## config.mk

```make
export PLATFORM = sky130hd
export DESIGN_NAME = pcb_back
export DESIGN_NICKNAME = d
export VERILOG_FILES = /design/src/hw/rtl/pcb_pkg.sv /design/src/hw/rtl/pcb_back.sv
export SDC_FILE = /design/constraint.sdc
export NUM_CORES = 1
export LEC_CHECK = 0
export BUFFER_PORTS_ARGS = -buffer_cell sky130_fd_sc_hd__buf_2
export CAP_MARGIN = 0
export CELL_PAD_IN_SITES_DETAIL_PLACEMENT = 0
export CELL_PAD_IN_SITES_GLOBAL_PLACEMENT = 1
export CORE_ASPECT_RATIO = 0.7
export CORE_MARGIN = 2
export CORE_UTILIZATION = 34
export CTS_CLUSTER_DIAMETER = 150
export DETAILED_ROUTE_END_ITERATION = 8
export PLACE_DENSITY = 0.9
export SYNTH_ARGS = -nofsm -noshare
export SYNTH_HDL_FRONTEND = slang
export SYNTH_SLANG_ARGS = --single-unit
```

## constraint.sdc

```tcl
create_clock -name clk -period 3.85 [get_ports clk]
set_input_delay 0.1925 -clock clk [delete_from_list [all_inputs] [get_ports clk]]
set_output_delay 0.1925 -clock clk [all_outputs]
set_load 0.01 [all_outputs]
```

## src/hw/rtl/pcb_pkg.sv

```systemverilog
// Shared constants, register codes and width helpers for the particle cell binning block.
`timescale 1ns / 1ps
`default_nettype none

package pcb_pkg;

  localparam int DEF_MAX_CELLS = 64;
  localparam int QUEUE_DEPTH = 4;

  // Signed width of a local coordinate after the origin subtract and the wrap.
  localparam int LOC_W = 35;

  localparam logic [30:0] RST_FIELD_SIZE = 31'd16777216;
  localparam logic [31:0] RST_ORIGIN = 32'd0;
  localparam logic [30:0] RST_EXTENT = 31'd16777216;
  localparam logic [30:0] RST_CELL_SIZE = 31'd2097152;
  localparam logic [29:0] RST_RANGE = 30'd524288;
  localparam logic [6:0] RST_CELL_COUNT = 7'd8;

  typedef enum logic [2:0] {
    REG_FIELD_SIZE = 3'd0,
    REG_ORIGIN_X = 3'd1,
    REG_ORIGIN_Y = 3'd2,
    REG_ORIGIN_Z = 3'd3,
    REG_EXTENT = 3'd4,
    REG_CELL_SIZE = 3'd5,
    REG_RANGE = 3'd6,
    REG_CELL_COUNT = 3'd7
  } cfg_reg_t;

  // Bits needed to hold a cell count up to and including max_cells.
  function automatic int cell_w(input int max_cells);
    return $clog2(max_cells + 1);
  endfunction

  // Width of one queued particle record for a given cell coordinate width.
  function automatic int entry_w(input int nw);
    return 19 + 12 * nw;
  endfunction

endpackage

`default_nettype wire

```

## src/hw/rtl/pcb_back.sv

```systemverilog
// Result sequencer: walks each queued particle's cells, one beat per cycle unless stalled.
`timescale 1ns / 1ps
`default_nettype none

module pcb_back #(
  parameter int MAX_CELLS_PER_AXIS = pcb_pkg::DEF_MAX_CELLS,
  localparam int NW = pcb_pkg::cell_w(MAX_CELLS_PER_AXIS),
  localparam int EW = pcb_pkg::entry_w(NW)
) (
  input  wire logic          clk,
  input  wire logic          rst,
  input  wire logic          q_valid,
  output logic               q_ready,
  input  wire logic [EW-1:0] q_data,
  output logic               out_valid,
  input  wire logic          out_ready,
  output logic [15:0]        particle_index,
  output logic [17:0]        cell_index,
  output logic               last_cell
);
  import pcb_pkg::*;

  localparam int SW = (3 * NW + 1 > 18) ? 3 * NW + 1 : 18;

  typedef struct packed {
    logic [15:0]     idx;
    logic [2:0]      mask;
    logic [NW-1:0]   x0;
    logic [NW-1:0]   x1;
    logic [2*NW-1:0] y0;
    logic [2*NW-1:0] y1;
    logic [3*NW-1:0] z0;
    logic [3*NW-1:0] z1;
  } entry_t;

  entry_t        head;
  logic [2:0]    combo;
  logic [2:0]    combo_next;
  logic          take;
  logic          at_last;
  logic [SW-1:0] sum;

  assign head    = entry_t'(q_data);
  assign take    = q_valid && (!out_valid || out_ready);
  assign at_last = combo == head.mask;
  assign q_ready = take && at_last;

  // Combinations are {x, y, z} choice bits; only bits set in the mask may be one.
  always_comb begin
    combo_next = combo;
    if (take) begin
      combo_next = at_last ? 3'd0 : (((combo | ~head.mask) + 3'd1) & head.mask);
    end
  end

  assign sum = SW'(combo[2] ? head.x1 : head.x0)
             + SW'(combo[1] ? head.y1 : head.y0)
             + SW'(combo[0] ? head.z1 : head.z0);

  always_ff @(posedge clk) begin
    if (rst) begin
      combo <= 3'd0;
      out_valid <= 1'b0;
    end else begin
      combo <= combo_next;
      if (!out_valid || out_ready) begin
        out_valid <= q_valid;
      end
    end
  end

  always_ff @(posedge clk) begin
    if (take) begin
      particle_index <= head.idx;
      cell_index <= sum[17:0];
      last_cell <= at_last;
    end
  end

endmodule

`default_nettype wire

```

==> metrics.yaml <==
ys_warn_count: 0
ir_worst_vdd_uv: 211
setup_viol: 0
synth.ff_latch_count: 39
clkSinkCount: 39
nNetsFinal: 502
max_cap_violations: 0
start_util_pct: 34.6
grtUsageTotal_pct: 15.2
required_ps: 3850
syn_inst: 221
antenna_found_initial: 0
cp_max_fo: 4
critical_path_class: "flop to flop"
area_growth_syn_to_layout_pct: 35.5
synth_area_leaders: "edfxtp_1 39%, mux2_2 14%, ha_1 12%"
setup_tns_ps: 0
row_count: 27
p_per_area_nw_per_um2: 416
ant_nets: 0
grt_pass1_wl_um: 10200
portBuffers: 137
overflow: 0
fillers: 737
dr.pass1.iters: 4
fin_crit_ps: 3270
wl_per_cell_um: 14.2
syn-num-nets: 361
cp-end-kind: "flop"
dp_hpwl_um: 5350
grt_max_degree: 36
die_x_um: 110
die_h_um: 78.4
synth_compound_area_share_pct: 10.5
fin_crit_sh_pct: 85.0
clkTransAtPathRegs_ps: 60
synth-main-ff-cell: "edfxtp_1"
rsz0062_at_grt: "no"
final_util_pct: 46.9
routed_via_density: 4.87
slew_headroom_pct: 69.4
cts_tree: "done"
synth_xor_area_share_pct: 4.89
hold_viol: 0
synth_area_leader_cell: "edfxtp_1"
dpl-instance-area_um2: 3500
synthMuxAreaShare_pct: 15.7
worstPathArrival_ps: 3280
leakage_nw: 1.64
post_cts_resized: 0
maxSlewViolCount: 0
drc: 0
root_buffer: "clkbuf_16"
pre_cts_ws_ps: 634
worstHoldPathType: "primary input to flop"
final_cell_count_no_fill: 464
hold_ws_ps: 92.9
antenna_cells: 0
clk_latency_ps: 270
cts-hold-fix-buffers: 0
drive_gt1_share_pct: 51.0
final_area_um2: 3640
fin_skew_ps: 5.90
synth_top_family_by_area: "adder cells"
ff2ff_setup_slack_ps: 580
drt_iter0_markers: 87
status: "finished, final reports clean"
synthAdderAreaFrac_pct: 17.6
finalWeightedCongestion: 0.844
power.total_mw: 1.52
synth_cell_types: 38
synth_top_area_share_pct: 39.1
first_global_vias: 2209
num_vias: 2261
synth-edff-count: 35
ctsLongestPathBuffers: 2
synth_area_um2: 2690
drt-total-wl_um: 6580
htreeDepth: 2
dp.cells: 456
ios: 144
fin_ws_ps: 576
max_slew.worst_pin.slew_ps: 459
synthArstFlopShare_pct: 0
synth-simple-area-share_pct: 6.47
fmax_mhz: 305
critical_path.startpoint_type: "flop"
core_area_um2: 7770
avgSynthCellArea_um2: 12.2
yosysSeqAreaShare_pct: 42.1
cts_buffers: 5
die_area_um2: 8640
postCtsSetupRepairBufs: 0
[registers in the layout (all words and copies together), names as in the netlist]
signal and flops:
cell_index 18, combo 3, last_cell 1, out_valid 1, particle_index 16
[metal layers]
| layer | wire length, um | global-route usage, % | vias to the layer above |
|---|---|---|---|
| li1 | - | - | 1109 |
| met1 | 3180 | 21.2 | 1039 |
| met2 | 2790 | 23.9 | 104 |
| met3 | 523 | 3.07 | 9 |
| met4 | 83 | 4.25 | 0 |
| met5 | 0 | 0 | - |
[final timing paths]
kind,start,endpoint,depth (start not counted)
max,combo[2],cell_index[11],9
min,q_data[88],particle_index[1],1
max reg2reg,combo[2],cell_index[11],9
min reg2reg,out_valid,out_valid,2
[critical path, cell delays in order, from the launching register on]
cell and delay, ps:
dfxtp_1 410, mux2_2 380, fa_1 490, ha_1 240
fa_1 430, a211oi_1 390, o211ai_1 240, a21oi_1 180
o21bai_1 90, xor2_1 170
[layout by cell type, fill, tap and decap left out, types with 5 or more instances in the layout]
cell type and instances:
a21oi_1 18, buf_2 137, clkbuf_16 5, edfxtp_1 35, fa_1 8, ha_1 25, inv_1 12, mux2_2 33
mux2i_1 5, nand2_1 12, nor2_1 6, xnor2_1 9, xor2_1 6
[synthesized netlist by cell type (all sizes together) (3+ instances only)]
| cell type | count |
|---|---|
| dfxtp | 4 |
| o21bai | 3 |
| nand3 | 4 |
| a32oi | 3 |
| edfxtp | 35 |
| nand2 | 12 |
| xor2 | 6 |
| nand4 | 3 |
| ha | 25 |
| fa | 8 |
| a21oi | 18 |
| mux2 | 33 |
| inv | 12 |
| and3 | 3 |
| mux2i | 5 |
| xnor2 | 9 |
| buf | 5 |
| o211ai | 4 |
| o21ai | 4 |
| nor2 | 6 |
[area by class of cell]
type                    instances  area (um^2)  share of cell area (%)
clock buffers                   6          129                    3.54
multi-input cells             163         1480                    40.7
well taps                     101          126                    3.47
flip-flops and latches         39         1130                    31.1
repair buffers                141          716                    19.6
inverters                      12         45.0                    1.24
clock inverters                 2         12.5                   0.344
[cells by family (layout without fill, tap and decap cells)]
logic type	after synthesis	after routing
AO/OA/AOI/OAI	43	43
XOR/XNOR	15	15
adder cells (fa/ha/maj)	33	33
buffers and inverters	19	161
flip-flops	39	39
multiplexers	38	38
AND/OR/NAND/NOR	34	34
[power breakdown]
group | internal, mW | switching [mW]
combinational | 0.251 | 0.307
clock | 0.239 | 0.154
sequential | 0.551 | 0.0145
total | 1.04 | 0.475
(Power assumes the default switching activity.)
