File: src/hw/rtl/pcb_pkg.sv
// Shared constants, register codes and width helpers for the particle cell binning block.
`timescale 1ns / 1ps
`default_nettype none

package pcb_pkg;

  localparam int DEF_MAX_CELLS = 64;
  localparam int QUEUE_DEPTH = 4;

  // Signed width of a local coordinate after the origin subtract and the wrap.
  localparam int LOC_W = 35;

  localparam logic [30:0] RST_FIELD_SIZE = 31'd16777216;
  localparam logic [31:0] RST_ORIGIN = 32'd0;
  localparam logic [30:0] RST_EXTENT = 31'd16777216;
  localparam logic [30:0] RST_CELL_SIZE = 31'd2097152;
  localparam logic [29:0] RST_RANGE = 30'd524288;
  localparam logic [6:0] RST_CELL_COUNT = 7'd8;

  typedef enum logic [2:0] {
    REG_FIELD_SIZE = 3'd0,
    REG_ORIGIN_X = 3'd1,
    REG_ORIGIN_Y = 3'd2,
    REG_ORIGIN_Z = 3'd3,
    REG_EXTENT = 3'd4,
    REG_CELL_SIZE = 3'd5,
    REG_RANGE = 3'd6,
    REG_CELL_COUNT = 3'd7
  } cfg_reg_t;

  // Bits needed to hold a cell count up to and including max_cells.
  function automatic int cell_w(input int max_cells);
    return $clog2(max_cells + 1);
  endfunction

  // Width of one queued particle record for a given cell coordinate width.
  function automatic int entry_w(input int nw);
    return 19 + 12 * nw;
  endfunction

endpackage

`default_nettype wire

File: src/hw/rtl/pcb_queue.sv
// Small register queue that decouples the front pipeline from the result sequencer.
`timescale 1ns / 1ps
`default_nettype none

module pcb_queue #(
  parameter int WIDTH = 8,
  parameter int DEPTH = pcb_pkg::QUEUE_DEPTH
) (
  input  wire logic             clk,
  input  wire logic             rst,
  input  wire logic             push_valid,
  output logic                  push_ready,
  input  wire logic [WIDTH-1:0] push_data,
  output logic                  pop_valid,
  input  wire logic             pop_ready,
  output logic [WIDTH-1:0]      pop_data
);
  import pcb_pkg::*;

  localparam int AW = $clog2(DEPTH);
  localparam int CW = $clog2(DEPTH + 1);

  logic [WIDTH-1:0] slots [DEPTH];
  logic [AW-1:0]    wr_ptr;
  logic [AW-1:0]    rd_ptr;
  logic [CW-1:0]    count;
  logic [CW-1:0]    count_next;
  logic             do_push;
  logic             do_pop;

  assign push_ready = count != CW'(DEPTH);
  assign pop_valid  = count != '0;
  assign pop_data   = slots[rd_ptr];
  assign do_push    = push_valid && push_ready;
  assign do_pop     = pop_valid && pop_ready;

  always_comb begin
    count_next = count;
    if (do_push && !do_pop) begin
      count_next = count + CW'(1);
    end else if (do_pop && !do_push) begin
      count_next = count - CW'(1);
    end
  end

  always_ff @(posedge clk) begin
    if (rst) begin
      wr_ptr <= '0;
      rd_ptr <= '0;
      count <= '0;
    end else begin
      count <= count_next;
      if (do_push) begin
        wr_ptr <= (wr_ptr == AW'(DEPTH - 1)) ? '0 : wr_ptr + AW'(1);
      end
      if (do_pop) begin
        rd_ptr <= (rd_ptr == AW'(DEPTH - 1)) ? '0 : rd_ptr + AW'(1);
      end
    end
  end

  always_ff @(posedge clk) begin
    if (do_push) begin
      slots[wr_ptr] <= push_data;
    end
  end

endmodule

`default_nettype wire

File: config.mk
export PLATFORM = sky130hd
export DESIGN_NAME = pcb_queue
export DESIGN_NICKNAME = d
export VERILOG_FILES = /design/src/hw/rtl/pcb_pkg.sv /design/src/hw/rtl/pcb_queue.sv
export SDC_FILE = /design/constraint.sdc
export NUM_CORES = 1
export LEC_CHECK = 0
export ABC_AREA = 1
export BUFFER_PORTS_ARGS = -buffer_cell sky130_fd_sc_hd__buf_2
export CORE_MARGIN = 10
export CORE_UTILIZATION = 45
export CTS_CLUSTER_SIZE = 40
export DETAILED_ROUTE_END_ITERATION = 10
export HOLD_SLACK_MARGIN = 0.05
export PLACE_DENSITY = 0.66
export SYNTH_ARGS = -nofsm -noshare
export SYNTH_HDL_FRONTEND = slang
export SYNTH_SLANG_ARGS = --single-unit
File: constraint.sdc
create_clock -name clk -period 2.2 [get_ports clk]
set_clock_uncertainty 0.1 [all_clocks]
set_input_delay 0.11 -clock clk [delete_from_list [all_inputs] [get_ports clk]]
set_output_delay 0.11 -clock clk [all_outputs]
set_load 0.02 [all_outputs]
==> results of run 1 <==
==> synth_stat cells, drive strengths merged <==
library cell,n
nand3b,2
nand4,1
dfxtp,9
nand3,1
inv,16
ha,6
a21oi,2
nand2,14
buf,2
o21ai,17
fa,1
nor2,33
o22ai,8
xor2,1
edfxtp,32
==> repair_timing <==
action / 4_1_cts / 5_1_grt
hold buffers: 10 / 0
endpoints found under the hold margin: 34 / 0
buffers inserted: 0 / 0
endpoints found under the setup margin: 0 / 0
==> final cells by class <==
class	instances	area, um2	area share, %
Clock buffer	7	97.59	4.693
Clock inverter	1	5.005	0.2407
Inverter	16	60.06	2.888
Multi-Input combinational cell	86	473.0	22.74
Sequential cell	41	1141	54.87
Tap cell	48	60.06	2.888
Timing Repair Buffer	36	242.7	11.67
==> cells in the final DEF (no fill, tap or decap), types with 2 or more instances in the layout <==
cell type      count
edfxtp_1          32
clkbuf_8           5
nand2_1           11
inv_1             15
a21oi_1            2
o22ai_1            8
o21ai_0           13
o21ai_2            3
ha_1               6
buf_2             21
dfxtp_1            9
buf_4              5
nand2_2            3
nor2_1            32
dlygate4sd3_1     10
nand3b_1           2
==> metrics by stage <==
| step | hold WS [ps] | std cells |
|---|---|---|
| final | 84.48 | 235 |
| after global routing | 100.6 | 235 |
| after CTS | 59.25 | 235 |
| after detailed placement | 188.5 | 217 |
| after global placement | 187.3 | 217 |
| after floorplan | 82.38 | 145 |
==> layer usage <==
| metal | part of all wire (%) | vias up | global-route usage [%] |
|---|---|---|---|
| met2 | 51 | 29 | 18.72 |
| li1 | - | 578 | - |
| met4 | 1.7 | 0 | 3.633 |
| met1 | 41 | 503 | 10.99 |
| met5 | 0 | - | 0 |
| met3 | 6.6 | 10 | 3.642 |
==> state kept, by name, summed over array words and instances, names as in the netlist, named ones only <==
signal,count
count,3
rd_ptr,2
slots,32
wr_ptr,2
==> worst reg2reg max path: stages (launching register included) <==
cell	delay [ps]
dfxtp_1	350
nor2_2	170
nand2_2	100
nand2_2	130
inv_1	60
ha_1	210
inv_1	80
fa_1	400
o21ai_0	170
nor2_1	60
==> power by group through the flow <==
stage / clock [mW] / sequential (mW) / combinational, mW
global route: 0.573 / 1.06 / 0.944
CTS: 0.530 / 1.05 / 0.847
detailed placement: 0 / 1.06 / 0.831
global placement: 0 / 1.06 / 0.793
floorplan: 0 / 1.04 / 0.590
finish: 0.524 / 1.05 / 0.832
==> final timing paths <==
kind                          startpoint                     end  slack [ps]
setup / recovery   count[1]$_SDFFE_PP0P_   count[1]$_SDFFE_PP0P_         250
hold / removal                 pop_ready  rd_ptr[1]$_SDFFE_PP0P_          80
setup reg to reg   count[1]$_SDFFE_PP0P_   count[1]$_SDFFE_PP0P_         250
hold reg to reg   wr_ptr[1]$_SDFFE_PP0P_  wr_ptr[1]$_SDFFE_PP0P_         450
==> logic make-up (layout without fill, tap and decap cells) <==
| group | after synthesis | after routing | synth area share [%] |
|---|---|---|---|
| AND/OR/NAND/NOR | 51 | 51 | 12.54 |
| flip-flops | 41 | 41 | 67.26 |
| AO/OA/AOI/OAI | 27 | 27 | 9.218 |
| XOR/XNOR | 1 | 1 | 0.5163 |
| buffers and inverters | 18 | 60 | 4.867 |
| adder cells (fa/ha/maj) | 7 | 7 | 5.605 |
==> flow_summary.yaml, run 1 <==
outcome:
  status: "complete, no violations"
power_and_ir_drop:
  vdd_drop_max_uv: 615.6
  power_leakage_nw: 0.8370
  seqPwrFrac_pct: 43.6
  pwr_density_cell_nw_per_um2: 1155
  power.internal_mw: 1.545
  pwr-share-comb_pct: 34.6
  total_power_mw: 2.401
  power_switching_uw: 856.0
  pwr-share-clk_pct: 21.8
  switching_share_pct: 35.64
route:
  drtIter0Drc: 128
  drt_wl_total_um: 3147
  drc: 0
  num_vias: 1120
  postRouteAntennaNets: 0
  via_per_inst: 4.766
  routedWlPerCell_um: 13.39
  dr.pass1.iters: 4
worst_setup_path:
  path_delay_family: "adder cells"
  end_kind: "flop"
  crit_type: "flop to flop"
  crit_fanout: 7
  path_depth: 9
  cp.arrival_ps: 2030
  slowest_stage: "fa_1"
  cpPeakStageDelay_ps: 400
  cp.required_ps: 2280
  path_buf_inv: 2
  cp-start-kind: "flop"
  path_cells: "nor2_2, nand2_2, nand2_2, inv_1, ha_1, inv_1, fa_1, o21ai_0, nor2_1"
  r2r_cells: 9
global_route:
  grt_overflow: 0
  grtUsageTotal_pct: 10.41
  grt_max_degree: 17
  grt_pass1_vias: 1133
  grt_pass1_wl_um: 5285
  grt_antenna_before_repair: 0
timing:
  maxSlewViolCount: 0
  worstMarginPinSlew_ps: 340.1
  maxSlewHeadroom_pct: 77.29
  fmax_mhz: 513.2
  hold_violations: 0
  finalCritPeriodShare_pct: 88.57
  min_period_ps: 1949
  setup_viol_count_final: 0
  tns_ps: 0
  rsz0062_at_grt: "false"
  fin_ws_ps: 251.4
job:
  drv_cap: 0
cts:
  cts_tree: "done"
  clockBufferDepth: 2
  cts_buffers: 5
  clkSlewWorstSetupHoldPaths_ps: 70
  insertion_delay_ps: 280
  numClockSinks: 41
  cts_root_buf: "clkbuf_8"
  postCtsResizedCells: 0
  htree_levels: 2
floorplanning:
  die_h_um: 81.40
  start_util_pct: 46.34
  coreArea_um2: 3661
  io_pins: 22
  dieWidth_um: 81.40
  die_area_um2: 6626
  fp-row-count: 22
cells_and_area:
  finish.net_count: 205
  synthToLayoutAreaGrowth_pct: 22.57
  drive_above_1_share_pct: 21.93
  final_util_pct: 56.80
  stdcell_area_um2: 2079
  fillers: 317
  n_antenna_cell: 0
synthesis:
  synth_top_cells_by_area: "edfxtp_1 (57%), dfxtp_1 (11%), nor2_1 (7.1%), ha_1 (4.4%), o21ai_0 (3.8%)"
  ys.warnings.count: 0
  synth.distinct_cells: 20
  synth_seq_cells: 41
  synth_top_area_share_pct: 56.64
  ys_seq_area_share_pct: 67.26
  syn_area_per_cell_um2: 11.70
  syn-instance-count: 145
  synthesis.area_um2: 1697
  synth_top_area_cell: "edfxtp_1"
  syn-num-nets: 164
placement:
  port_buffers: 21
  gp_congestion: 0.7530
  place_ws_ps: 280.2
  postPlaceCellArea_um2: 1877
  dpl.hpwl_um: 2298
min_path:
  hold_path.class: "primary input to flop"
  min_path_cells: 4
Power figures use the tool's default switching activity.
==> run 2: changes to the inputs <==
Settings changed: GPL_TIMING_DRIVEN from default to 0, REMOVE_ABC_BUFFERS from default to 1.
Clock period 2.2 ns to 2.06 ns, I/O delays scaled along.
==> flow_summary.yaml, run 2 (synthesis gave the netlist of run 1 again) <==
global_route:
  grt_pass1_vias: 1159
  grt_pass1_wl_um: 5092
  grt_antenna_before_repair: 0
  grt_overflow: 0
  grtUsageTotal_pct: 10.23
  grt_max_degree: 18
floorplanning:
  dieWidth_um: 81.40
  coreArea_um2: 3661
  die_h_um: 81.40
  io_pins: 22
  start_util_pct: 46.34
  die_area_um2: 6626
  fp-row-count: 22
cells_and_area:
  largest_reg_flops: 32
  instances_no_fill: 231
  finish.net_count: 201
  layout_common_cells: "nor2_1 (32), edfxtp_1 (32), buf_2 (21)"
  stdcell_area_um2: 2073
  synthToLayoutAreaGrowth_pct: 22.20
  final_util_pct: 56.63
  drive_above_1_share_pct: 21.86
  reg_top3: "slots: 32 flops, count: 3 flops"
  n_antenna_cell: 0
  largest_register: "slots"
worst_setup_path:
  end_kind: "flop"
  crit_type: "flop to flop"
  cpPeakStageDelay_ps: 410
  r2r_start: "count[1]$_SDFFE_PP0P_"
  path_cells: "nor2_2, nand2_2, nand2_4, inv_1, ha_1, inv_1, fa_1, o21ai_0, nor2_1"
  cp.required_ps: 2150
  cp-start-kind: "flop"
  crit_fanout: 7
  slowest_stage: "fa_1"
  cp.arrival_ps: 1980
  path_delay_family: "adder cells"
  cpMostUsedCell: "inv_1"
  path_buf_inv: 2
  cp-startpoint: "count[1]$_SDFFE_PP0P_"
cts:
  htree_levels: 2
  clockBufferDepth: 2
  clkSlewWorstSetupHoldPaths_ps: 80
  numClockSinks: 41
  insertion_delay_ps: 290
  cts_root_buf: "clkbuf_8"
  cts_tree: "done"
  cts_buffers: 5
placement:
  port_buffers: 21
  postPlaceCellArea_um2: 1839
  dpl.hpwl_um: 2128
  gp_congestion: 0.6872
  place_ws_ps: 127.6
  place_inst: 212
route:
  drtIter0Drc: 67
  drt_wl_total_um: 3102
  dr.pass1.iters: 4
  wirelength_met1_um: 1278
  drc: 0
  num_vias: 1141
  postRouteAntennaNets: 0
  dr_wl_met2_um: 1626
  routedWlPerCell_um: 13.43
  via_per_inst: 4.939
  wl_met3_um: 153
  top_layer_used: "met4"
outcome:
  status: "complete, no violations"
power_and_ir_drop:
  vdd_drop_max_uv: 626.6
  pwr_density_cell_nw_per_um2: 1263
  power_leakage_nw: 0.8184
  total_power_mw: 2.619
timing:
  finalCritPeriodShare_pct: 91.83
  maxSlewHeadroom_pct: 49.35
  fin_ws_ps: 168.3
  rsz0062_at_grt: "false"
  min_period_ps: 1892
  hold_violations: 0
  fmax_mhz: 528.6
  tns_ps: 0
  worstMarginPinSlew_ps: 756.9
  setup_viol_count_final: 0
  maxSlewViolCount: 0
  hold_ws_ps: 399.4
min_path:
  worstHoldStart: "rst"
  hold_path.class: "primary input to flop"
job:
  drv_cap: 0
[run 2: final timing paths]
kind | endpoint | slack, ps | cells after the start
worst max-delay path | count[1]$_SDFFE_PP0P_ | 170 | 9
worst min-delay path | count[0]$_SDFFE_PP0P_ | 400 | 3
worst max register to register | count[1]$_SDFFE_PP0P_ | 170 | 9
worst min register to register | count[1]$_SDFFE_PP0P_ | 430 | 2
[run 2: report_power, final]
| group | internal, mW | switching [mW] |
|---|---|---|
| sequential | 1.03 | 0.113 |
| clock | 0.362 | 0.272 |
| combinational | 0.297 | 0.543 |
| total | 1.69 | 0.928 |
[run 2: per-layer routing]
layer / track usage [%] / vias up
met1: 10.07 / 547
met2: 17.69 / 19
met4: 6.574 / 0
li1: - / 571
met5: 0 / -
met3: 3.863 / 4
[run 2: area by class of cell]
cell class                 count  area (um2)
tap                           48       60.06
multi-input combinational     86       478.0
clock inverter                 3       46.29
fill                         316        1588
inverter                      16       60.06
sequential                    41        1145
timing repair buffer          32       215.2
clock buffer                   5       68.82
[run 2: what timing repair did]
item,4_1_cts,5_1_grt
endpoints found under the hold margin,39,0
setup buffers,0,0
setup endpoints to repair,0,8
resized for setup,0,4
hold buffers,11,0
[run 2: worst reg2reg max path, delay by kind of cell (launching register included)]
family / cells / cell delay, ps
buffers and inverters: 2 / 150
DFF: 1 / 350
AOI/OAI and AO/OA: 1 / 160
and+or+nand+nor: 4 / 420
adders and majority gates: 2 / 610
==> run 3: changes to the inputs <==
Settings changed: ABC_AREA 1 to default.
==> flow_summary.yaml, run 3 <==
timing:
  min_period_ps: 2071
  fmax_mhz: 482.8
  maxSlewViolCount: 0
  worstMarginPinSlew_ps: 390.7
  tns_ps: -11.20
  rsz0062_at_grt: "true"
  finalCritPeriodShare_pct: 100.5
  hold_violations: 0
  hold_ws_ps: 151.7
  fin_ws_ps: -11.20
  setup_viol_count_final: 1
  maxSlewHeadroom_pct: 73.92
cells_and_area:
  drive_above_1_share_pct: 45.45
  reg_top3: "slots: 32 flops, count: 3 flops"
  synthToLayoutAreaGrowth_pct: 25.50
  n_antenna_cell: 0
  final_common_cell: "edfxtp_1"
  instances_no_fill: 178
  stdcell_area_um2: 2051
  fillers: 272
  layout_common_cells: "edfxtp_1 (32), buf_2 (21), dlygate4sd3_1 (13)"
  largest_reg_flops: 32
  largest_register: "slots"
  finish.net_count: 150
cts:
  htree_levels: 2
  cts_buffers: 5
  insertion_delay_ps: 350
  cts_tree: "done"
  cts_root_buf: "clkbuf_4"
  clkSlewWorstSetupHoldPaths_ps: 120
  numClockSinks: 41
  clockBufferDepth: 2
floorplanning:
  coreArea_um2: 3416
  die_area_um2: 6442
  die_h_um: 80.26
  io_pins: 22
  fp-row-count: 21
  start_util_pct: 47.84
  dieWidth_um: 80.26
synthesis:
  synth_most_common_cell: "edfxtp_1"
  synth_top_area_cell: "edfxtp_1"
  syn-instance-count: 90
  synth_async_sr_flop_share_pct: 0
  synth_edf_count: 32
  synth_top_cells_by_area: "edfxtp_1 (59%), dfxtp_1 (11%), mux4_2 (11%), ha_1 (4.6%), mux2i_1 (1.8%)"
  synth.distinct_cells: 26
  synthesis.area_um2: 1634
  ys.warnings.count: 0
  syn_area_per_cell_um2: 18.16
  ys_seq_area_share_pct: 69.83
  synth_seq_cells: 41
  synthTopCellsByCount: "edfxtp_1 (32), dfxtp_1 (9), mux4_2 (8), ha_1 (6), and3_2 (4)"
  synth_top_area_share_pct: 58.81
  synthFlopType: "edfxtp_1"
power_and_ir_drop:
  pwr-share-clk_pct: 16.4
  pwr_density_cell_nw_per_um2: 1143
  power_leakage_nw: 0.7589
  switching_share_pct: 32.40
  power.internal_mw: 1.584
  power_switching_uw: 759.1
  vdd_drop_max_uv: 702.9
  seqPwrFrac_pct: 49.0
  pwr-share-comb_pct: 34.6
placement:
  gp_congestion: 0.6962
  port_buffers: 21
  dpl.hpwl_um: 1899
  postPlaceCellArea_um2: 1779
  place_inst: 153
worst_setup_path:
  cp.arrival_ps: 2270
  end_kind: "flop"
  cpPeakStageDelay_ps: 380
  cp-start-kind: "flop"
  slowest_stage: "dfxtp_4"
  crit_fanout: 5
  crit_type: "flop to flop"
  path_cells: "or3b_4, and2_4, ha_4, inv_2, fa_2, xor2_2, or3_4, a21oi_2"
  cp.required_ps: 2250
route:
  via_per_inst: 4.837
  drt_wl_total_um: 2843
  drc: 0
  postRouteAntennaNets: 0
  num_vias: 861
  routedWlPerCell_um: 15.97
  dr.pass1.iters: 4
  drtIter0Drc: 60
global_route:
  grt_antenna_before_repair: 0
  grtUsageTotal_pct: 9.629
  grt_max_degree: 14
  grt_overflow: 0
  grt_pass1_wl_um: 4629
  grt_pass1_vias: 941
outcome:
  status: "finished with violations"
  violations: "setup timing"
job:
  drv_cap: 0
min_path:
  hold_path.class: "primary input to flop"
## run 3: cell count changes after synthesis, moves of 3 or more
cell,previous run,this run
nor2_1,32,3
inv_1,15,3
o21ai_0,13,1
nand2_1,11,1
mux4_2,0,8
o22ai_1,8,0
and3_2,0,4
mux2i_1,0,3
nand2_2,3,0
o21ai_2,3,0
## run 3: power groups by stage
stage	registers, mW	logic [mW]	clock network [mW]
after floorplan	1.11	0.481	0
after global placement	1.13	0.629	0
after detailed placement	1.14	0.652	0
after CTS	1.15	0.786	0.400
after global routing	1.17	0.893	0.433
final	1.15	0.810	0.385
## run 3: worst paths after layout
path | slack, ps | cells past startpoint | to | startpoint
max | -10 | 8 | count[2]$_SDFFE_PP0P_ | count[2]$_SDFFE_PP0P_
max reg2reg | -10 | 8 | count[2]$_SDFFE_PP0P_ | count[2]$_SDFFE_PP0P_
min reg2reg | 430 | 2 | wr_ptr[1]$_SDFFE_PP0P_ | wr_ptr[1]$_SDFFE_PP0P_
min | 150 | 5 | count[0]$_SDFFE_PP0P_ | pop_ready
## run 3: critical path, delay by kind of cell (launching register included)
family	cells	cell delay [ps]
AO/OA/AOI/OAI	1	130
buffers and inverters	1	40
flip-flops	1	380
AND/OR/NAND/NOR	3	720
XOR/XNOR	1	160
adder cells (fa/ha/maj)	2	490
## run 3: per-stage QoR
stage          util [%]  total power [mW]  worst slack (ps)
2_1_floorplan         -             1.591            -279.0
4_1_cts           59.27             2.335            -17.91
5_1_grt           60.04             2.498            -89.42
6_report          60.04             2.343            -11.20
3_5_place_dp      52.09             1.791            -424.7
3_3_place_gp      52.09             1.760            -335.2
## run 3: final cells by class
type / instances / area [um2] / share of cell area [%]
tap: 46 / 57.56 / 2.807
timing repair buffer: 38 / 265.3 / 12.93
sequential: 41 / 1151 / 56.13
inverter: 3 / 11.26 / 0.5491
multi-input combinational: 42 / 510.5 / 24.89
clock inverter: 3 / 17.52 / 0.8542
clock buffer: 5 / 37.54 / 1.830
## run 3: per-layer routing
layer  global-route usage (%)  part of all wire (%)  vias to the layer above
met1                    10.22                    40                      410
met5                        0                     0                        -
li1                         -                     -                      425
met2                    16.13                    52                       20
met3                    3.675                   6.6                        6
met4                    5.282                   1.4                        0
## run 3: what timing repair did
action / CTS / global route
gates cloned: 0 / 0
pin swaps: 5 / 3
setup endpoints to repair: 2 / 10
hold buffers: 12 / 1
setup buffers: 3 / 1
resized for setup: 14 / 2
hold endpoints to repair: 40 / 3
## run 3: cells by family after synthesis
kind of cell,count (synthesis),synth area share [%]
flops,41,69.83
simple gates,17,6.508
mux,11,12.86
buf+inv,7,1.760
fa+ha+maj,7,5.819
compound gates,5,2.144
xor+xnor,2,1.072
